## src/rtl/hpd_pkg.sv

```systemverilog
`default_nettype none

package hpd_pkg;

  // Widths of the received byte and of the result fields.
  localparam int unsigned ByteW    = 8;
  localparam int unsigned AttnW    = 4;
  localparam int unsigned TtlW     = 2;
  localparam int unsigned LengthW  = 3;
  localparam int unsigned IdW      = 5;
  localparam int unsigned PayBytes = 7;
  localparam int unsigned PayloadW = PayBytes * ByteW;

  // Header field positions within the 16-bit header.
  localparam int unsigned AttnLsb   = 12;
  localparam int unsigned TtlLsb    = 8;
  localparam int unsigned LengthLsb = 5;
  localparam int unsigned IdLsb     = 0;

  // One assembled packet as it leaves the block.
  typedef struct packed {
    logic [AttnW-1:0]    attn_code;
    logic [TtlW-1:0]     time_to_live;
    logic [LengthW-1:0]  payload_length;
    logic [IdW-1:0]      packet_id;
    logic [PayloadW-1:0] payload;
  } result_t;

endpackage

`default_nettype wire

```

## src/rtl/hpd_assembler.sv

```systemverilog
`default_nettype none

module hpd_assembler (
  input  wire logic                      clk_i,
  input  wire logic                      rst_ni,
  input  wire logic                      step_i,
  input  wire logic [hpd_pkg::ByteW-1:0] byte_i,
  output logic                           done_o,
  output hpd_pkg::result_t               result_o
);
  import hpd_pkg::*;

  typedef enum logic [1:0] {
    PhHigh = 2'd0,
    PhLow  = 2'd1,
    PhData = 2'd2
  } phase_e;

  typedef logic [PayBytes-1:0][ByteW-1:0] pay_t;

  phase_e              phase_q, phase_d;
  logic [ByteW-1:0]    high_q, high_d;
  logic [LengthW-1:0]  rem_q, rem_d;
  logic [AttnW-1:0]    attn_q, attn_d;
  logic [TtlW-1:0]     ttl_q, ttl_d;
  logic [LengthW-1:0]  len_q, len_d;
  logic [IdW-1:0]      id_q, id_d;
  pay_t                pay_q, pay_d;
  logic [2*ByteW-1:0]  header;
  logic                done;

  assign header = {high_q, byte_i};

  // Next state of the deframer for the byte in the input register.
  always_comb begin
    phase_d = phase_q;
    high_d  = high_q;
    rem_d   = rem_q;
    attn_d  = attn_q;
    ttl_d   = ttl_q;
    len_d   = len_q;
    id_d    = id_q;
    pay_d   = pay_q;
    done    = 1'b0;
    unique case (phase_q)
      PhLow: begin
        attn_d = header[AttnLsb +: AttnW];
        ttl_d  = header[TtlLsb +: TtlW];
        len_d  = header[LengthLsb +: LengthW];
        id_d   = header[IdLsb +: IdW];
        rem_d  = header[LengthLsb +: LengthW];
        pay_d  = '0;
        if (header[LengthLsb +: LengthW] == '0) begin
          // A packet without payload completes on its second header byte.
          phase_d = PhHigh;
          done    = 1'b1;
        end else begin
          phase_d = PhData;
        end
      end
      PhData: begin
        // The first payload byte lands at index payload_length-1, the last at index 0.
        rem_d = rem_q - LengthW'(1);
        for (int i = 0; i < PayBytes; i++) begin
          if (rem_d == LengthW'(i)) begin
            pay_d[i] = pay_q[i] | byte_i;
          end
        end
        if (rem_d == '0) begin
          phase_d = PhHigh;
          done    = 1'b1;
        end
      end
      default: begin
        // Header high byte; the unused phase code behaves the same way.
        high_d  = byte_i;
        phase_d = PhLow;
      end
    endcase
  end

  // State registers, updated once per byte.
  always_ff @(posedge clk_i or negedge rst_ni) begin
    if (!rst_ni) begin
      phase_q <= PhHigh;
      high_q  <= '0;
      rem_q   <= '0;
      attn_q  <= '0;
      ttl_q   <= '0;
      len_q   <= '0;
      id_q    <= '0;
      pay_q   <= '0;
    end else if (step_i) begin
      phase_q <= phase_d;
      high_q  <= high_d;
      rem_q   <= rem_d;
      attn_q  <= attn_d;
      ttl_q   <= ttl_d;
      len_q   <= len_d;
      id_q    <= id_d;
      pay_q   <= pay_d;
    end
  end

  assign done_o                  = step_i & done;
  assign result_o.attn_code      = attn_d;
  assign result_o.time_to_live   = ttl_d;
  assign result_o.payload_length = len_d;
  assign result_o.packet_id      = id_d;
  assign result_o.payload        = pay_d;

endmodule

`default_nettype wire

```

## src/rtl/header_packet_deframer.sv

```systemverilog
`default_nettype none

// Channel   Direction  Handshake              Payload
// rx        in         rx_valid_i/rx_stall_o  rx_byte_i
// res       out        res_valid_o/res_stall_i attn_code_o, time_to_live_o,
//                                             payload_length_o, packet_id_o, payload_o
//
// One byte is taken per cycle while rx_stall_o is low. A byte is held in the input
// register, and the packet it completes is then registered in the output register.
// Reset clears the deframer to wait for a header high byte and empties both
// registers. A stalled result holds the pipeline; the input register keeps
// accepting while the result register is free or being emptied.

module header_packet_deframer (
  input  wire logic                         clk_i,
  input  wire logic                         rst_ni,
  input  wire logic                         rx_valid_i,
  output logic                              rx_stall_o,
  input  wire logic [hpd_pkg::ByteW-1:0]    rx_byte_i,
  output logic                              res_valid_o,
  input  wire logic                         res_stall_i,
  output logic [hpd_pkg::AttnW-1:0]         attn_code_o,
  output logic [hpd_pkg::TtlW-1:0]          time_to_live_o,
  output logic [hpd_pkg::LengthW-1:0]       payload_length_o,
  output logic [hpd_pkg::IdW-1:0]           packet_id_o,
  output logic [hpd_pkg::PayloadW-1:0]      payload_o
);
  import hpd_pkg::*;

  logic             in_valid_q;
  logic [ByteW-1:0] in_byte_q;
  logic             out_valid_q;
  result_t          out_q;
  logic             advance;
  logic             step;
  logic             done;
  result_t          result;

  // The pipeline moves whenever the result register can take a transaction.
  assign advance    = !out_valid_q || !res_stall_i;
  assign step       = in_valid_q && advance;
  assign rx_stall_o = in_valid_q && !advance;

  // Input register.
  always_ff @(posedge clk_i or negedge rst_ni) begin
    if (!rst_ni) begin
      in_valid_q <= 1'b0;
    end else if (!rx_stall_o) begin
      in_valid_q <= rx_valid_i;
    end
  end

  always_ff @(posedge clk_i) begin
    if (rx_valid_i && !rx_stall_o) begin
      in_byte_q <= rx_byte_i;
    end
  end

  hpd_assembler u_assembler (
    .clk_i    (clk_i),
    .rst_ni   (rst_ni),
    .step_i   (step),
    .byte_i   (in_byte_q),
    .done_o   (done),
    .result_o (result)
  );

  // Result register.
  always_ff @(posedge clk_i or negedge rst_ni) begin
    if (!rst_ni) begin
      out_valid_q <= 1'b0;
    end else if (advance) begin
      out_valid_q <= done;
    end
  end

  always_ff @(posedge clk_i) begin
    if (done) begin
      out_q <= result;
    end
  end

  assign res_valid_o      = out_valid_q;
  assign attn_code_o      = out_q.attn_code;
  assign time_to_live_o   = out_q.time_to_live;
  assign payload_length_o = out_q.payload_length;
  assign packet_id_o      = out_q.packet_id;
  assign payload_o        = out_q.payload;

endmodule

`default_nettype wire
```

## config.mk

```make
export PLATFORM = sky130hd
export DESIGN_NAME = header_packet_deframer
export DESIGN_NICKNAME = d
export VERILOG_FILES = /design/src/rtl/hpd_pkg.sv /design/src/rtl/hpd_assembler.sv /design/src/rtl/header_packet_deframer.sv
export SDC_FILE = /design/constraint.sdc
export NUM_CORES = 1
export LEC_CHECK = 0
export ABC_AREA = 1
export BUFFER_PORTS_ARGS = -buffer_cell sky130_fd_sc_hd__buf_4
export CAP_MARGIN = 20
export CORE_UTILIZATION = 35
export DETAILED_ROUTE_END_ITERATION = 16
export GPL_ROUTABILITY_DRIVEN = 0
export GPL_TIMING_DRIVEN = 0
export MAX_ROUTING_LAYER = met4
export SYNTH_ARGS = -nofsm -noshare
export SYNTH_HDL_FRONTEND = slang
export SYNTH_HIERARCHICAL = 1
export SYNTH_SLANG_ARGS = --single-unit
```

## constraint.sdc

```tcl
create_clock -name clk_i -period 6.1 [get_ports clk_i]
set_input_delay 1.22 -clock clk_i [delete_from_list [all_inputs] [get_ports clk_i]]
set_output_delay 1.22 -clock clk_i [all_outputs]
set_load 0.01 [all_outputs]
```

# Yosys cells after proc, flatten, opt, wreduce, memory -nomap -nowiden
# Cells that the tools add are included.
# totals
regBits	163
inputBits	12
output_inout_bits	72
word_cells	75
# op_classes
addsub	1
eq_ne	9
n_mux	19
bitwise_logic	9
n_reduce_logical	15
# ops
cell	count
one-hot mux 56 bit (2 select lines)	1
2-to-1 mux 8 bit	7
OR 8 bit	7
equality test 3 bit, second input constant	3
equality test 3 x 2 -> 1 bit, second input constant	2
logical NOT 3 bit	2
2-to-1 mux 2 bit	3
one-hot mux 3 bit (2 select lines)	1
AND reduction 2 bit	3
2-to-1 mux 5 bit	1
logical NOT 1 bit	4
2-to-1 mux 4 bit	1
one-hot mux 2 bit (2 select lines)	1
equality test 3 x 1 -> 1 bit, second input constant	1
logical AND 1 bit	3
2-to-1 mux 3 bit	1
subtractor 3 x 1 -> 3 bit, second input constant	1
equality test 2 x 1 -> 1 bit, second input constant	1
equality test 2 bit, second input constant	1
2-to-1 mux 1 bit	2
inequality test 2 x 1 -> 1 bit, second input constant	1
one-hot mux 1 bit (2 select lines)	1
nonzero test 2 bit	1
OR reduction 2 bit	1
3 further kinds	3

# Logic depth before layout (Yosys ltp)
# depth
ltp_word	6
mapped_depth	10

# Modules after synthesis
# Netlist, hierarchy kept.
# by_module_without_submodules
mod	n_inst	cells_per_inst	area_each_um2
hpd_assembler	1	665	4803.4
header_packet_deframer	1	88	2437.3

# Worst setup path after synthesis
# No wires, ideal clock.
# synth_path
kind	input-to-reg
start	in res_stall_i
end	reg out_q, in the netlist attn_code_o[0], enable pin
setup_time_ns	0.508
t_arrival_ns	4.966
required_time_ns	5.592
slack_ns	0.626
cell_stages	6
n_path_buf	1
cell_sequence	a21boi_0 buf_2 inv_2 nor2_4 nand2_1 o21ai_1
# synth_via
elab_chain_len	4
# synth_rtl
item	line_no	text
start, declared	header_packet_deframer.sv:21	input wire logic res_stall_i,
logical NOT 1 bit	header_packet_deframer.sv:40	assign advance = !out_valid_q || !res_stall_i;
logical OR 1 bit	header_packet_deframer.sv:40	
logical AND 1 bit	header_packet_deframer.sv:41	assign step = in_valid_q && advance;
AND 1 bit	hpd_assembler.sv:105	assign done_o = step_i & done;
net done	header_packet_deframer.sv:36	logic done;
end signal, assigned	header_packet_deframer.sv:79	out_q <= result;
end, declared	header_packet_deframer.sv:33	result_t out_q;
# The timed path passes the listed nets, and every way through them passes these cells.
# A chain may end at the register's enable or synchronous reset.

# Final worst setup path
# layout_path
start	in res_stall_i
end	reg out_q, in the netlist payload_o[9], enable pin
# layout_via
elab_chain_len	4
# layout_rtl
item	line_no	text
logical NOT 1 bit	header_packet_deframer.sv:40	
logical OR 1 bit	header_packet_deframer.sv:40	
logical AND 1 bit	header_packet_deframer.sv:41	
net step	header_packet_deframer.sv:35	logic step;
AND 1 bit	hpd_assembler.sv:105	
net done	header_packet_deframer.sv:36	
# The timed path passes the listed nets, and every way through them passes these cells.

==> results_dict.tcl <==
set metrics [dict create \
    antenna_found_initial 0 \
    cts_inserted_buffers 17 \
    min-delay-path-class "reg2reg" \
    die_w_um 146 \
    grt_pass1_vias 5173 \
    required_ps 6230 \
    seq_area_um2 4420 \
    viasPerCell 4.81 \
    drt_wl_total_um 17400 \
    fmax_ghz 0.342 \
    hold_buffers 0 \
    cts_root_buffer "clkbuf_16" \
    syn_to_final_growth_pct 22.8 \
    drtIter0Drc 458 \
    startpoint_type "input port" \
    syn_area_um2 7240 \
    htree_levels 4 \
    grt_usage_pct 17.6 \
    grt_first_pass_wirelength_um 27800 \
    num_vias 5489 \
    clk_latency_ps 430 \
    hold_slack_ps 479 \
    yosysSeqAreaShare_pct 61.0 \
    cts.reportedPaths.clkPinSlew_ps 60 \
    numClockSinks 161 \
    cts_tree "done" \
    synth.distinct_cells 29 \
    die_height_um 146 \
    maxCapViolCount 0 \
    max_slew_margin_pct 60.9 \
    avgSynthCellArea_um2 9.62 \
    postRouteAntennaNets 0 \
    grt_overflow 0 \
    drv_slew 0 \
    finalSetupTns_ps 0 \
    ios 84 \
    nFillCells 1910 \
    power.density_nw_per_um2 453 \
    dr.pass1.iters 5 \
    critical_path_arrival_ps 3050 \
    syn_inst 753 \
    end_kind "register" \
    leakagePower_nw 4.21 \
    die_area_um2 21300 \
    crit_type "in2reg" \
    finalHoldViolCount 0 \
    drive_gt1_share_pct 21.0 \
    multi_input_area_um2 2190 \
    rows 52 \
    port_buffers 83 \
    synth_seq_cells 161 \
    hpwl_um 11600 \
    post_drt_wl_per_cell_um 15.2 \
    initial_core_util_pct 35.8 \
    finalSetupViolCount 0 \
    final_cells 1142 \
    skew_ps 10.1 \
    cts_max_path_buffers 2 \
    yosys_warnings 6 \
    drc 0 \
    crit_fanout 24 \
    dp_cells 1110 \
    final.min_clock_period_ps 2920 \
    ir_drop_mv 0.205 \
    layout.nets 878 \
    most-common-layout-cells "nand2_1, nand3_1, buf_4" \
    worst_pin_slew_ps 584 \
    layout_commonest_cell "nand2_1" \
    core-area_um2 20200 \
    grt_max_degree 50 \
    syn-num-nets 772 \
    post_cts_buffers 0 \
    cts_resized 0 \
    n_antenna_cell 0 \
    period_share_pct 47.9 \
    outcome "finished clean" \
    rsz0062_at_grt "false" \
]
==> registers in the layout, summed over array words and instances, names as in the netlist <==
name	cells
in_byte_q	8
time_to_live_o	2
u_assembler/rem_q	3
u_assembler/ttl_q	2
u_assembler/high_q	6
attn_code_o	4
payload_o	56
u_assembler/phase_q	2
u_assembler/len_q	3
u_assembler/pay_q	56
u_assembler/attn_q	4
u_assembler/id_q	5
in_valid_q	1
res_valid_o	1
payload_length_o	3
packet_id_o	5
==> worst max-delay path, stage by stage <==
cell and delay (ps):
buf_4 120, a21boi_0 140, buf_2 240, inv_2 90, nor2_4 180, nand2_1 130
o21ai_4 510, buf_16 230, buf_16 170
==> metal layers <==
| metal | vias up | GRT usage (%) | part of all wire (%) |
|---|---|---|---|
| li1 | 2668 | - | - |
| met1 | 2629 | 24.2 | 48 |
| met2 | 170 | 26.1 | 45 |
| met3 | 22 | 3.20 | 5.1 |
| met4 | 0 | 6.11 | 1.8 |
| met5 | - | - | 0 |
==> cells in the mapped netlist, drive strengths merged <==
cell type / count / area, um2
o211ai: 3 / 22.5
clkbuf: 5 / 21.3
buf: 41 / 287
edfxtp: 78 / 2340
a21oi: 56 / 280
inv: 90 / 338
ha: 7 / 87.6
nand3: 116 / 586
o21ai: 38 / 213
nor3: 1 / 5.00
a21boi: 1 / 7.51
dfrtp: 83 / 2080
nand2: 222 / 846
nor2: 11 / 120
a21o: 1 / 8.76
==> final timing paths <==
path / start / to / slack (ps) / cells after the start
min in group asynchronous: rst_ni / u_assembler/id_q[1]$_DFFE_PN0P_ / 760 / 1
worst min-delay path: u_assembler/pay_q[40]$_DFFE_PN0P_ / u_assembler/pay_q[40]$_DFFE_PN0P_ / 480 / 2
worst max register to register: u_assembler/phase_q[0]$_DFFE_PN0P_ / payload_o[9]$_DFFE_PP_ / 3510 / 8
worst max-delay path: res_stall_i / payload_o[9]$_DFFE_PP_ / 3180 / 9
max in group asynchronous: rst_ni / u_assembler/pay_q[9]$_DFFE_PN0P_ / 4700 / 2
worst min register to register: u_assembler/pay_q[40]$_DFFE_PN0P_ / u_assembler/pay_q[40]$_DFFE_PN0P_ / 480 / 2
==> stage by stage <==
stage	power [mW]	utilization, %	instance area (um2)	setup WS [ps]
detailed placement	3.00	41.1	8320	2730
floorplan	2.55	-	7240	626
CTS	4.05	43.9	8890	3180
global route	4.28	43.9	8890	3050
global placement	2.97	40.5	8200	-1230
finish	4.03	43.9	8890	3180
==> cell type report <==
cell class	instances	area share, %
plain buffers	46	3.46
well taps	270	3.80
multi-input cells	456	24.6
inverters	90	3.80
clock buffers	19	4.98
repair buffers	87	8.25
clock inverters	13	1.41
flip-flops and latches	161	49.7
==> cells by family after synthesis <==
kind of cell	share of synthesized area (%)
buf+inv	8.92
fa+ha+maj	1.21
compound gates	7.34
flops	61.0
simple gates	21.5
==> power by group <==
group | switching (mW) | leakage, nW | internal [mW] | total (mW)
sequential | 0.0971 | 1.85 | 1.40 | 1.50
combinational | 1.02 | 2.09 | 0.475 | 1.50
clock | 0.451 | 0.271 | 0.580 | 1.03
Note: power is estimated with default switching activity, not from simulation.
